## src/hw/rtl/stse_pkg.sv

```systemverilog
`timescale 1ns / 1ps

package stse_pkg;

    localparam int CMD_W   = 2;
    localparam int IDX_W   = 5;
    localparam int VAL_W   = 32;
    localparam int CNT_W   = 6;
    localparam int POS_W   = 5;

    // widest table address the block supports (4096 entries)
    localparam int MAX_ADDR_W = 12;

    localparam logic [CMD_W-1:0] CMD_WRITE   = 2'd0;
    localparam logic [CMD_W-1:0] CMD_BSEARCH = 2'd1;
    localparam logic [CMD_W-1:0] CMD_LSEARCH = 2'd2;

    typedef enum logic [2:0] {
        ST_IDLE,
        ST_BPROBE,
        ST_BCHECK,
        ST_LSCAN,
        ST_RESULT
    } state_t;

    typedef struct packed {
        logic                  we;
        logic [MAX_ADDR_W-1:0] waddr;
        logic                  re;
        logic [MAX_ADDR_W-1:0] raddr;
    } mem_cmd_t;

endpackage

```

## src/hw/rtl/stse_if.sv

```systemverilog
`timescale 1ns / 1ps

interface stse_req_if import stse_pkg::*; ();
    logic                    valid;
    logic                    ready;
    logic [CMD_W-1:0]        cmd;
    logic [IDX_W-1:0]        entry_index;
    logic signed [VAL_W-1:0] entry_value;
    logic signed [VAL_W-1:0] search_key;

    modport source (
        output valid, cmd, entry_index, entry_value, search_key,
        input  ready
    );

    modport sink (
        input  valid, cmd, entry_index, entry_value, search_key,
        output ready
    );
endinterface

interface stse_rsp_if import stse_pkg::*; ();
    logic             valid;
    logic             ready;
    logic             found;
    logic [POS_W-1:0] position;

    modport source (
        output valid, found, position,
        input  ready
    );

    modport sink (
        input  valid, found, position,
        output ready
    );
endinterface

```

## src/hw/rtl/stse_table.sv

```systemverilog
`timescale 1ns / 1ps

module stse_table import stse_pkg::*; #(
    parameter int DEPTH = 32
) (
    input  logic                    clk,
    input  mem_cmd_t                mem_cmd,
    input  logic [VAL_W-1:0]        wdata,
    output logic signed [VAL_W-1:0] rdata
);

    localparam int AW = (DEPTH > 1) ? $clog2(DEPTH) : 1;

    logic [VAL_W-1:0] mem [DEPTH];
    logic [VAL_W-1:0] rdata_reg;

    always_ff @(posedge clk)
    begin
        if (mem_cmd.we)
        begin
            mem[mem_cmd.waddr[AW-1:0]] <= wdata;
        end
    end

    always_ff @(posedge clk)
    begin
        if (mem_cmd.re)
        begin
            rdata_reg <= mem[mem_cmd.raddr[AW-1:0]];
        end
    end

    assign rdata = $signed(rdata_reg);

endmodule

```

## src/hw/rtl/stse_ctrl.sv

```systemverilog
`timescale 1ns / 1ps

module stse_ctrl import stse_pkg::*; #(
    parameter int DEPTH = 32
) (
    input  logic                    clk,
    input  logic                    rst_n,
    input  logic [CNT_W-1:0]        entries_in_use,
    stse_req_if.sink                req,
    stse_rsp_if.source              rsp,
    output mem_cmd_t                mem_cmd,
    output logic [VAL_W-1:0]        wdata,
    input  logic signed [VAL_W-1:0] rdata
);

    localparam int AW = (DEPTH > 1) ? $clog2(DEPTH) : 1;
    localparam int CW = $clog2(DEPTH + 1);

    state_t state_reg, state_next;

    logic [CW-1:0]           lo_reg, lo_next;
    logic [CW-1:0]           lim_reg, lim_next;
    logic [AW-1:0]           mid_reg, mid_next;
    logic signed [VAL_W-1:0] key_reg, key_next;
    logic [CW-1:0]           issue_reg, issue_next;
    logic [AW-1:0]           cmp_reg, cmp_next;
    logic                    pend_reg, pend_next;
    logic                    hit_reg, hit_next;
    logic [AW-1:0]           pos_reg, pos_next;

    logic                    out_valid_reg, out_valid_next;
    logic                    out_found_reg, out_found_next;
    logic [POS_W-1:0]        out_pos_reg, out_pos_next;

    logic [CW-1:0]           cnt;
    logic [CW:0]             mid_sum;
    logic [AW-1:0]           mid;
    logic                    accept;
    logic                    idx_ok;

    // clamp the count to the table depth
    always_comb
    begin
        if (32'(entries_in_use) > DEPTH)
        begin
            cnt = CW'(DEPTH);
        end
        else
        begin
            cnt = CW'(entries_in_use);
        end
    end

    assign mid_sum = {1'b0, lo_reg} + {1'b0, lim_reg} - (CW + 1)'(1);
    assign mid     = AW'(mid_sum >> 1);
    assign idx_ok  = 32'(req.entry_index) < DEPTH;

    assign req.ready    = (state_reg == ST_IDLE);
    assign accept       = req.valid && req.ready;
    assign rsp.valid    = out_valid_reg;
    assign rsp.found    = out_found_reg;
    assign rsp.position = out_pos_reg;
    assign wdata        = req.entry_value;

    always_comb
    begin
        state_next     = state_reg;
        lo_next        = lo_reg;
        lim_next       = lim_reg;
        mid_next       = mid_reg;
        key_next       = key_reg;
        issue_next     = issue_reg;
        cmp_next       = cmp_reg;
        pend_next      = pend_reg;
        hit_next       = hit_reg;
        pos_next       = pos_reg;
        out_valid_next = out_valid_reg;
        out_found_next = out_found_reg;
        out_pos_next   = out_pos_reg;

        mem_cmd.we     = 1'b0;
        mem_cmd.waddr  = MAX_ADDR_W'(req.entry_index);
        mem_cmd.re     = 1'b0;
        mem_cmd.raddr  = '0;

        // drop the result beat once taken
        if (out_valid_reg && rsp.ready)
        begin
            out_valid_next = 1'b0;
        end

        case (state_reg)
            ST_IDLE:
            begin
                if (accept)
                begin
                    key_next   = req.search_key;
                    lo_next    = '0;
                    lim_next   = cnt;
                    issue_next = '0;
                    pend_next  = 1'b0;
                    case (req.cmd)
                        CMD_WRITE:
                        begin
                            mem_cmd.we = idx_ok;
                        end
                        CMD_BSEARCH:
                        begin
                            state_next = ST_BPROBE;
                        end
                        CMD_LSEARCH:
                        begin
                            state_next = ST_LSCAN;
                        end
                        default:
                        begin
                            state_next = ST_IDLE;
                        end
                    endcase
                end
            end

            ST_BPROBE:
            begin
                if (lo_reg >= lim_reg)
                begin
                    hit_next   = 1'b0;
                    pos_next   = '0;
                    state_next = ST_RESULT;
                end
                else
                begin
                    mem_cmd.re    = 1'b1;
                    mem_cmd.raddr = MAX_ADDR_W'(mid);
                    mid_next      = mid;
                    state_next    = ST_BCHECK;
                end
            end

            ST_BCHECK:
            begin
                if (rdata == key_reg)
                begin
                    hit_next   = 1'b1;
                    pos_next   = mid_reg;
                    state_next = ST_RESULT;
                end
                else
                begin
                    if (rdata > key_reg)
                    begin
                        lim_next = CW'(mid_reg);
                    end
                    else
                    begin
                        lo_next = CW'(mid_reg) + CW'(1);
                    end
                    state_next = ST_BPROBE;
                end
            end

            ST_LSCAN:
            begin
                // compare last cycle's read while issuing the next one
                if (pend_reg && (rdata == key_reg))
                begin
                    hit_next   = 1'b1;
                    pos_next   = cmp_reg;
                    state_next = ST_RESULT;
                end
                else if (issue_reg < cnt)
                begin
                    mem_cmd.re    = 1'b1;
                    mem_cmd.raddr = MAX_ADDR_W'(issue_reg);
                    cmp_next      = AW'(issue_reg);
                    pend_next     = 1'b1;
                    issue_next    = issue_reg + CW'(1);
                end
                else
                begin
                    hit_next   = 1'b0;
                    pos_next   = '0;
                    state_next = ST_RESULT;
                end
            end

            ST_RESULT:
            begin
                // hold until the output register is free
                if (!out_valid_reg || rsp.ready)
                begin
                    out_valid_next = 1'b1;
                    out_found_next = hit_reg;
                    out_pos_next   = POS_W'(pos_reg);
                    state_next     = ST_IDLE;
                end
            end

            default:
            begin
                state_next = ST_IDLE;
            end
        endcase
    end

    always_ff @(posedge clk or negedge rst_n)
    begin
        if (!rst_n)
        begin
            state_reg     <= ST_IDLE;
            pend_reg      <= 1'b0;
            out_valid_reg <= 1'b0;
        end
        else
        begin
            state_reg     <= state_next;
            pend_reg      <= pend_next;
            out_valid_reg <= out_valid_next;
        end
    end

    always_ff @(posedge clk)
    begin
        lo_reg        <= lo_next;
        lim_reg       <= lim_next;
        mid_reg       <= mid_next;
        key_reg       <= key_next;
        issue_reg     <= issue_next;
        cmp_reg       <= cmp_next;
        hit_reg       <= hit_next;
        pos_reg       <= pos_next;
        out_found_reg <= out_found_next;
        out_pos_reg   <= out_pos_next;
    end

endmodule

```

## src/hw/rtl/sorted_table_search_engine.sv

```systemverilog
`timescale 1ns / 1ps

// Table of DEPTH signed 32-bit entries held in one synchronous RAM with a
// single registered read port. A write beat stores one entry and returns
// nothing; writes to an index at or above DEPTH are dropped. A binary search
// beat probes (low+high)/2 over the first entries_in_use entries (clamped to
// DEPTH), reading each probe in ST_BPROBE and comparing it in ST_BCHECK; a
// linear search beat streams one read per cycle from index 0 and compares
// the previous read in the same cycle.
// Every search returns one beat with found and position (position is 0 on a
// miss). One item is worked at a time; a finished result sits in an output
// register so the next item is accepted while it waits. Write
// entries_in_use only while the block is idle. Entries must be written
// before a search reads them.

module sorted_table_search_engine import stse_pkg::*; #(
    parameter int DEPTH = 32
) (
    input  logic             clk,
    input  logic             rst_n,
    input  logic             cfg_we,
    input  logic [CNT_W-1:0] cfg_wdata,
    stse_req_if.sink         req,
    stse_rsp_if.source       rsp
);

    logic [CNT_W-1:0]        entries_in_use_reg;
    mem_cmd_t                mem_cmd;
    logic [VAL_W-1:0]        wdata;
    logic signed [VAL_W-1:0] rdata;

    always_ff @(posedge clk or negedge rst_n)
    begin
        if (!rst_n)
        begin
            entries_in_use_reg <= '0;
        end
        else if (cfg_we)
        begin
            entries_in_use_reg <= cfg_wdata;
        end
    end

    stse_ctrl #(
        .DEPTH (DEPTH)
    ) u_ctrl (
        .clk            (clk),
        .rst_n          (rst_n),
        .entries_in_use (entries_in_use_reg),
        .req            (req),
        .rsp            (rsp),
        .mem_cmd        (mem_cmd),
        .wdata          (wdata),
        .rdata          (rdata)
    );

    stse_table #(
        .DEPTH (DEPTH)
    ) u_table (
        .clk     (clk),
        .mem_cmd (mem_cmd),
        .wdata   (wdata),
        .rdata   (rdata)
    );

endmodule

```

## src/flat_wrapper.sv

```systemverilog
// flat-port wrapper written by rule: the top's interface ports become plain ports
module sorted_table_search_engine_flat import stse_pkg::*;
#(
    parameter int DEPTH = 32
)
  (clk, rst_n, cfg_we, cfg_wdata, req_valid, req_cmd, req_entry_index, req_entry_value, req_search_key, req_ready, rsp_valid, rsp_found, rsp_position, rsp_ready);
  stse_req_if req_i ();
  stse_rsp_if rsp_i ();
  input  logic clk;
  input  logic rst_n;
  input  logic cfg_we;
  input  logic [CNT_W-1:0] cfg_wdata;
  input wire logic [$bits(req_i.valid)-1:0] req_valid;
  input wire logic [$bits(req_i.cmd)-1:0] req_cmd;
  input wire logic [$bits(req_i.entry_index)-1:0] req_entry_index;
  input wire logic [$bits(req_i.entry_value)-1:0] req_entry_value;
  input wire logic [$bits(req_i.search_key)-1:0] req_search_key;
  output wire logic [$bits(req_i.ready)-1:0] req_ready;
  output wire logic [$bits(rsp_i.valid)-1:0] rsp_valid;
  output wire logic [$bits(rsp_i.found)-1:0] rsp_found;
  output wire logic [$bits(rsp_i.position)-1:0] rsp_position;
  input wire logic [$bits(rsp_i.ready)-1:0] rsp_ready;
  assign req_i.valid = req_valid;
  assign req_i.cmd = req_cmd;
  assign req_i.entry_index = req_entry_index;
  assign req_i.entry_value = req_entry_value;
  assign req_i.search_key = req_search_key;
  assign req_ready = req_i.ready;
  assign rsp_valid = rsp_i.valid;
  assign rsp_found = rsp_i.found;
  assign rsp_position = rsp_i.position;
  assign rsp_i.ready = rsp_ready;
  sorted_table_search_engine #(.DEPTH(DEPTH)) u_core (.clk(clk), .rst_n(rst_n), .cfg_we(cfg_we), .cfg_wdata(cfg_wdata), .req(req_i), .rsp(rsp_i));
endmodule
```

## config.mk

```make
export PLATFORM = sky130hd
export DESIGN_NAME = sorted_table_search_engine_flat
export DESIGN_NICKNAME = d
export VERILOG_FILES = /design/src/hw/rtl/stse_pkg.sv /design/src/hw/rtl/stse_if.sv /design/src/hw/rtl/stse_table.sv /design/src/hw/rtl/stse_ctrl.sv /design/src/hw/rtl/sorted_table_search_engine.sv /design/src/flat_wrapper.sv
export SDC_FILE = /design/constraint.sdc
export NUM_CORES = 1
export LEC_CHECK = 0
export ABC_CLOCK_PERIOD_IN_PS = 4850
export BUFFER_PORTS_ARGS = -buffer_cell sky130_fd_sc_hd__buf_2
export CORE_UTILIZATION = 62
export CTS_CLUSTER_SIZE = 20
export DETAILED_ROUTE_END_ITERATION = 8
export GPL_ROUTABILITY_DRIVEN = 0
export PLACE_DENSITY = 0.77
export RECOVER_POWER = 25
export SETUP_SLACK_MARGIN = 0.15
export SLEW_MARGIN = 10
export SYNTH_ARGS = -nofsm -noshare
export SYNTH_HDL_FRONTEND = slang
export SYNTH_HIERARCHICAL = 1
export SYNTH_SLANG_ARGS = --single-unit
```

## constraint.sdc

```tcl
create_clock -name clk -period 4.85 [get_ports clk]
set_clock_uncertainty 0.1 [all_clocks]
set_input_delay 0.97 -clock clk [delete_from_list [all_inputs] [get_ports clk]]
set_output_delay 0.97 -clock clk [all_outputs]
set_load 0.05 [all_outputs]
```

==> results.txt, run 1 <==
----------------------------------------------------
[Critical path]
  Family of cells with the greatest summed delay on the critical path ... simple AND/OR/NAND/NOR gates
  Signal arrival time at the worst endpoint ... 4.92 ns
  Maximum net fanout on the critical path ... 24
  Critical path launch point type ... flip-flop
  Worst path buffer plus inverter count ... 3
  WS Path Type ... flip-flop to flip-flop
  Series of cell instances along the critical path ... ha_1 -> nand4_1 -> nor4_4 -> and3_1 -> a21oi_4 -> buf_4 -> a22o_1 -> nor2b_4 -> buf_12 -> buf_4 -> a22o_1 -> nor3_1 -> a31oi_1 -> nand3_1
  Biggest cell delay along the critical path ... 0.48 ns
  WP data required ... 5.08 ns
  Type of destination of the critical path ... flip-flop
  Library cell contributing the largest single delay on the critical path ... sky130_fd_sc_hd__edfxtp_1

[Detailed routing]
  Final wirelength ... 108,000 microns
  Number of iterations in the first detailed-routing pass ... 8
  Vias per cell ... 6.47
  Detailed-route wire length per cell ... 28.1 microns
  Detailed-route via count ... 24.9k
  DRC viols ... 0
  Number of nets with antenna violations after routing ... 0
  Number of violations reported at the end of detailed-routing iteration 0 ... 2,871

[Outcome]
  Outcome ... completed

[Floorplanning]
  Row cnt ... 99
  Die span in y ... 273 microns
  Die area ... 74,600 sq um
  Core region area ... 72,800 sq um
  Die X-Extent ... 273 microns
  I/O pin count ... 90
  Initial standard-cell utilization of the core ... 62.6%

[Clocking]
  CTS buffer count ... 109
  Clk_lat worst skew ... 0.69 ns
  Hold bufs inserted after CTS ... 0
  TritonCTS clock tree ... built
  Total number of H-tree levels ... 3
  Buffer levels on the longest clock path ... 3
  CTS Root Buffer Type ... sky130_fd_sc_hd__clkbuf_16
  TritonCTS sink count ... 1,139
  Clock Pin Slew Worst Setup and Hold Paths ... 0.06 ns

[Global routing]
  Via count of the first global-routing pass ... 24.9k
  Wire length of the first global-routing pass ... 158,000 microns
  Global route overflow ... 0
  Pin count of the biggest net entering global routing ... 85
  Initial antenna violation count ... 2
  Overall routing resource usage ... 29.1%

[Timing]
  Post-layout min period ... 4.69 ns
  Share of the clock period used by the worst path after layout ... 96.6%
  Final Slew Violations ... 0
  Max-slew headroom ... 15.0%
  Setup repair after global routing missed its margin ... false
  Total of endpoints with negative setup slack in the final report ... 0
  Maximum clock rate ... 213 MHz
  Final-report hold violation count ... 0
  Setup Total Neg Slack ... 0 ns
  Transition time of the tightest slew-check pin ... 1.27 ns
  Final critical-path setup slack ... 0.164 ns

[Finish]
  Largest register FFs ... 1,024
  Count of inserted antenna diode cells ... 0
  Synthesis-to-layout area growth ... 11.8%
  Fraction of layout cells with a size suffix above 1 ... 13.0%
  Register area ... 34,100 sq um
  Area of the multi-input gates ... 10,400 sq um
  Final cell utilization of the core ... 69.9%
  Fill count ... 4,426
  Number of nets in the finished design ... 2,946

[Placement]
  Post-Place Worst Slack ... 0.0670 ns
  Number of port buffers ... 89
  Detailed placer's ending HPWL ... 59,400 microns

[Synth]
  Cell area after synthesis ... 45,600 sq um
  Synthesized area per cell ... 17.1 sq um
  Yosys synthesis warning count ... 6
  Mapped Nets ... 2,809
  Gate Count Post-Synth ... 2,670

[Pwr]
  Worst ir drop on vdd ... 0.000432 V
  Final Total Pwr ... 27.2 mW
  Leakage Power ... 16.2 nW
  P per Cell Area ... 534 nW/um^2

[Min path]
  Min-delay worst type ... input port to asynchronous set/reset pin

[Job]
  Maxcap violations ... 0

----------------------------------------------------
==> cells in the final DEF, fill, tap and decap left out, types with 20 or more instances in the layout <==
cell type,instances
sky130_fd_sc_hd__inv_1,59
sky130_fd_sc_hd__a31oi_1,34
sky130_fd_sc_hd__nand2_1,122
sky130_fd_sc_hd__clkinv_1,25
sky130_fd_sc_hd__edfxtp_1,1128
sky130_fd_sc_hd__nor2_1,20
sky130_fd_sc_hd__clkbuf_16,111
sky130_fd_sc_hd__mux2i_1,512
sky130_fd_sc_hd__a22oi_1,96
sky130_fd_sc_hd__a22o_1,73
sky130_fd_sc_hd__nor2_4,34
sky130_fd_sc_hd__clkbuf_1,48
sky130_fd_sc_hd__buf_4,87
sky130_fd_sc_hd__nand3_1,106
sky130_fd_sc_hd__a21oi_1,114
sky130_fd_sc_hd__ha_1,56
sky130_fd_sc_hd__nor3_1,36
sky130_fd_sc_hd__buf_2,66
==> where the power goes <==
part	switching, mW	leakage (nW)	internal (mW)
logic	4.53	4.20	2.70
clock network	3.54	1.67	4.70
registers	0.275	10.3	11.4
total	8.35	16.2	18.8
==> per-stage QoR <==
step / hold WS (ns) / cells / cell area [sq um]
2_1_floorplan: 0.300 / 2670 / 45600
3_3_place_gp: 0.311 / 3648 / 47400
3_5_place_dp: 0.305 / 3648 / 47400
4_1_cts: 0.0398 / 3847 / 50900
5_1_grt: 0.206 / 3854 / 50900
6_report: 0.163 / 3854 / 50900
==> per-layer routing <==
layer / vias up / global-route usage, % / wire, microns
li1: 10700 / - / -
met1: 12600 / 39.2 / 40700
met2: 1384 / 48.5 / 53100
met3: 251 / 4.53 / 10200
met4: 4 / 10.8 / 4170
met5: - / 0 / 33
==> layout make-up <==
type | count | share of cell area [%]
Clock buffer | 135 | 5.59
Clock inverter | 64 | 1.22
Tap cell | 959 | 2.36
Multi-Input combinational cell | 1301 | 20.4
Timing Repair Buffer | 197 | 2.96
Sequential cell | 1139 | 67.0
Inverter | 59 | 0.435
==> final timing paths <==
kind                                               startpoint                                       end  slack [ns]  cells after the start
max                        u_core/u_table/rdata[31]$_DFFE_PP_         u_core/u_table/rdata[0]$_DFFE_PP_        0.16                     14
min                                                     rst_n  u_core/entries_in_use_reg[0]$_DFFE_PN0P_        0.16                      1
max reg2reg                u_core/u_table/rdata[31]$_DFFE_PP_         u_core/u_table/rdata[0]$_DFFE_PP_        0.16                     14
min reg2reg                   u_core/u_ctrl/hit_reg$_DFFE_PP_         u_core/u_ctrl/rsp.found$_DFFE_PP_        0.32                      0
max in group asynchronous                               rst_n    u_core/u_ctrl/state_reg[1]$_DFFE_PN0P_        4.11                      1
min in group clk              u_core/u_ctrl/hit_reg$_DFFE_PP_         u_core/u_ctrl/rsp.found$_DFFE_PP_        0.32                      0
==> what timing repair did <==
action / 4_1_cts / 5_1_grt
setup buffers: 0 / 6
gates resized for setup: 2 / 3
cloned: 0 / 1
pin swaps: 0 / 1
endpoints found under the setup margin: 2 / 2
Note: power is estimated with default switching activity, not from simulation.
==> run 2, diff against run 1 <==
--- a/config.mk
+++ b/config.mk
@@ -13,8 +13,8 @@
 export GPL_ROUTABILITY_DRIVEN = 0
 export PLACE_DENSITY = 0.77
 export RECOVER_POWER = 25
-export SETUP_SLACK_MARGIN = 0.15
-export SLEW_MARGIN = 10
+export SETUP_SLACK_MARGIN = 0.5
+export SLEW_MARGIN = 5
 export SYNTH_ARGS = -nofsm -noshare
 export SYNTH_HDL_FRONTEND = slang
 export SYNTH_HIERARCHICAL = 1
==> results.txt, run 2 (synthesis gave the netlist of run 1 again) <==
----------------------------------------------------
[Detailed routing]
  Final wirelength ... 109,000 microns (+0.26%)
  Detailed-route wire length per cell ... 28.2 microns (+0.23%)
  Number of iterations in the first detailed-routing pass ... 5 (-3)
  DRC viols ... 0 (unchanged)
  Number of violations reported at the end of detailed-routing iteration 0 ... 2,862 (-0.31%)
  Number of nets with antenna violations after routing ... 0 (unchanged)
  Vias per cell ... 6.46 (-0.12%)
  Detailed-route via count ... 24.9k (-0.092%)

[Timing]
  Maximum clock rate ... 234 MHz (+9.8%)
  Max-slew headroom ... 15.0% (about the same)
  Final critical-path setup slack ... 0.582 ns (+0.418 ns)
  Post-layout min period ... 4.27 ns (-0.418 ns)
  Final-report hold violation count ... 0 (unchanged)
  Transition time of the tightest slew-check pin ... 1.27 ns (+0.000210 ns)
  Final Slew Violations ... 0 (unchanged)
  Total of endpoints with negative setup slack in the final report ... 0 (unchanged)
  Share of the clock period used by the worst path after layout ... 88.0% (-8.6 points)
  Setup Total Neg Slack ... 0 ns (unchanged)
  Setup repair after global routing missed its margin ... true

[Finish]
  Final cell utilization of the core ... 70.0% (about the same)
  Summed area of non-filler cells in the final layout ... 51,000 sq um (about the same)
  Synthesis-to-layout area growth ... 11.9% (about the same)
  Post-route insts no fill ... 3,855 (+0.026%)
  Largest register FFs ... 1,024 (unchanged)
  Most common cell after layout, fill and taps aside ... sky130_fd_sc_hd__edfxtp_1
  Number of nets in the finished design ... 2,946 (unchanged)
  Fraction of layout cells with a size suffix above 1 ... 13.1% (+0.10 points)
  Most used cells in the layout excluding fill and tap cells ... 1,128 x sky130_fd_sc_hd__edfxtp_1, 512 x sky130_fd_sc_hd__mux2i_1, 122 x sky130_fd_sc_hd__nand2_1

[Clocking]
  Clock Pin Slew Worst Setup and Hold Paths ... 0.07 ns (about the same)
  Buffer levels on the longest clock path ... 3 (unchanged)
  CTS Root Buffer Type ... sky130_fd_sc_hd__clkbuf_16
  TritonCTS sink count ... 1,139 (unchanged)
  Clk_lat worst skew ... 0.69 ns (about the same)
  TritonCTS clock tree ... built
  CTS buffer count ... 109 (unchanged)
  Total number of H-tree levels ... 3 (unchanged)

[Critical path]
  Maximum net fanout on the critical path ... 35 (+46%)
  Reg-to-reg startpoint ... u_core/u_table/rdata[31]$_DFFE_PP_
  Signal arrival time at the worst endpoint ... 4.56 ns (-0.36 ns)
  Critical path launch point type ... flip-flop
  WS Path Type ... flip-flop to flip-flop
  R2R cell count ... 15 (+1)
  WP data required ... 5.15 ns (+0.07 ns)
  Type of destination of the critical path ... flip-flop
  Startpoint of the most critical setup path ... u_core/u_table/rdata[31]$_DFFE_PP_

[Global routing]
  Wire length of the first global-routing pass ... 158,000 microns (+0.18%)
  Overall routing resource usage ... 29.2% (+0.053 points)
  Via count of the first global-routing pass ... 24.9k (+0.064%)
  Pin count of the biggest net entering global routing ... 85 (unchanged)
  Initial antenna violation count ... 2 (unchanged)
  Global route overflow ... 0 (unchanged)

[Pwr]
  Worst ir drop on vdd ... 0.000439 V (+1.6%)
  P per Cell Area ... 534 nW/um^2 (+0.13%)
  Leakage Power ... 16.2 nW (about the same)

[Floorplanning]
  Die X-Extent ... 273 microns (unchanged)
  I/O pin count ... 90 (unchanged)
  Initial standard-cell utilization of the core ... 62.6% (unchanged)
  Row cnt ... 99 (unchanged)
  Die area ... 74,600 sq um (unchanged)
  Die span in y ... 273 microns (unchanged)
  Core region area ... 72,800 sq um (unchanged)

[Placement]
  Placed cell area ... 47,400 sq um (unchanged)
  Number of port buffers ... 89 (unchanged)
  Post-Place Worst Slack ... 0.0670 ns (unchanged)
  Cell count after placement ... 3,648 (unchanged)
  Detailed placer's ending HPWL ... 59,400 microns (unchanged)

[Job]
  Maxcap violations ... 0 (unchanged)

[Min path]
  Min-delay worst type ... input port to asynchronous set/reset pin

[Outcome]
  Outcome ... completed

----------------------------------------------------
run 2: worst paths after layout:
check	endpoint	slack, ns
min in group clk	u_core/u_ctrl/rsp.found$_DFFE_PP_	0.32
hold / removal	u_core/entries_in_use_reg[0]$_DFFE_PN0P_	0.16
setup reg to reg	u_core/u_table/rdata[16]$_DFFE_PP_	0.58
max in group asynchronous	u_core/u_ctrl/state_reg[1]$_DFFE_PN0P_	4.11
hold reg to reg	u_core/u_ctrl/rsp.found$_DFFE_PP_	0.32
setup / recovery	u_core/u_table/rdata[16]$_DFFE_PP_	0.58
run 2: cell type report:
type | instances | area, sq um
flip-flops and latches | 1139 | 34100
fillers | 4423 | 21800
multi-input cells | 1301 | 10400
clock buffers | 135 | 2850
repair buffers | 197 | 1540
well taps | 959 | 1200
clock inverters | 64 | 623
inverters | 59 | 221
diodes | 1 | 2.50
run 2: worst max-delay path: stages, from the launching register on:
cell and delay, ns:
sky130_fd_sc_hd__edfxtp_1 0.48, sky130_fd_sc_hd__ha_1 0.44, sky130_fd_sc_hd__nand4_1 0.29, sky130_fd_sc_hd__nor4_4 0.21
sky130_fd_sc_hd__buf_4 0.20, sky130_fd_sc_hd__and3_1 0.24, sky130_fd_sc_hd__a21oi_4 0.10, sky130_fd_sc_hd__buf_4 0.17
sky130_fd_sc_hd__a22o_1 0.27, sky130_fd_sc_hd__nor2b_4 0.21, sky130_fd_sc_hd__buf_12 0.27, sky130_fd_sc_hd__buf_4 0.34
sky130_fd_sc_hd__a22o_1 0.17, sky130_fd_sc_hd__nor3_1 0.05, sky130_fd_sc_hd__a31oi_1 0.21, sky130_fd_sc_hd__nand3_1 0.18
run 2: timing repair:
item	CTS	global route
hold buffers	0	0
gates cloned	0	2
pin swaps	1	0
endpoints found under the setup margin	26	2
setup buffers	5	0
resized for setup	6	5
run 2: routing by layer:
layer	vias to the layer above	share of wire (%)	GRT usage [%]
li1	10700	-	-
met3	229	9.5	4.67
met5	-	0.016	0
met2	1383	49	48.5
met4	2	3.7	11.0
met1	12600	38	39.1
run 2: power by group:
group / leakage (nW) / internal [mW] / total, mW / switching, mW
logic: 4.21 / 2.73 / 7.29 / 4.57
registers: 10.3 / 11.4 / 11.7 / 0.278
clock network: 1.67 / 4.70 / 8.25 / 3.54
run 2: stage by stage:
step / hold slack (ns) / total power [mW]
2_1_floorplan: 0.300 / 16.6
3_3_place_gp: 0.311 / 18.7
3_5_place_dp: 0.305 / 18.9
4_1_cts: 0.0398 / 27.1
5_1_grt: 0.206 / 28.1
6_report: 0.165 / 27.3
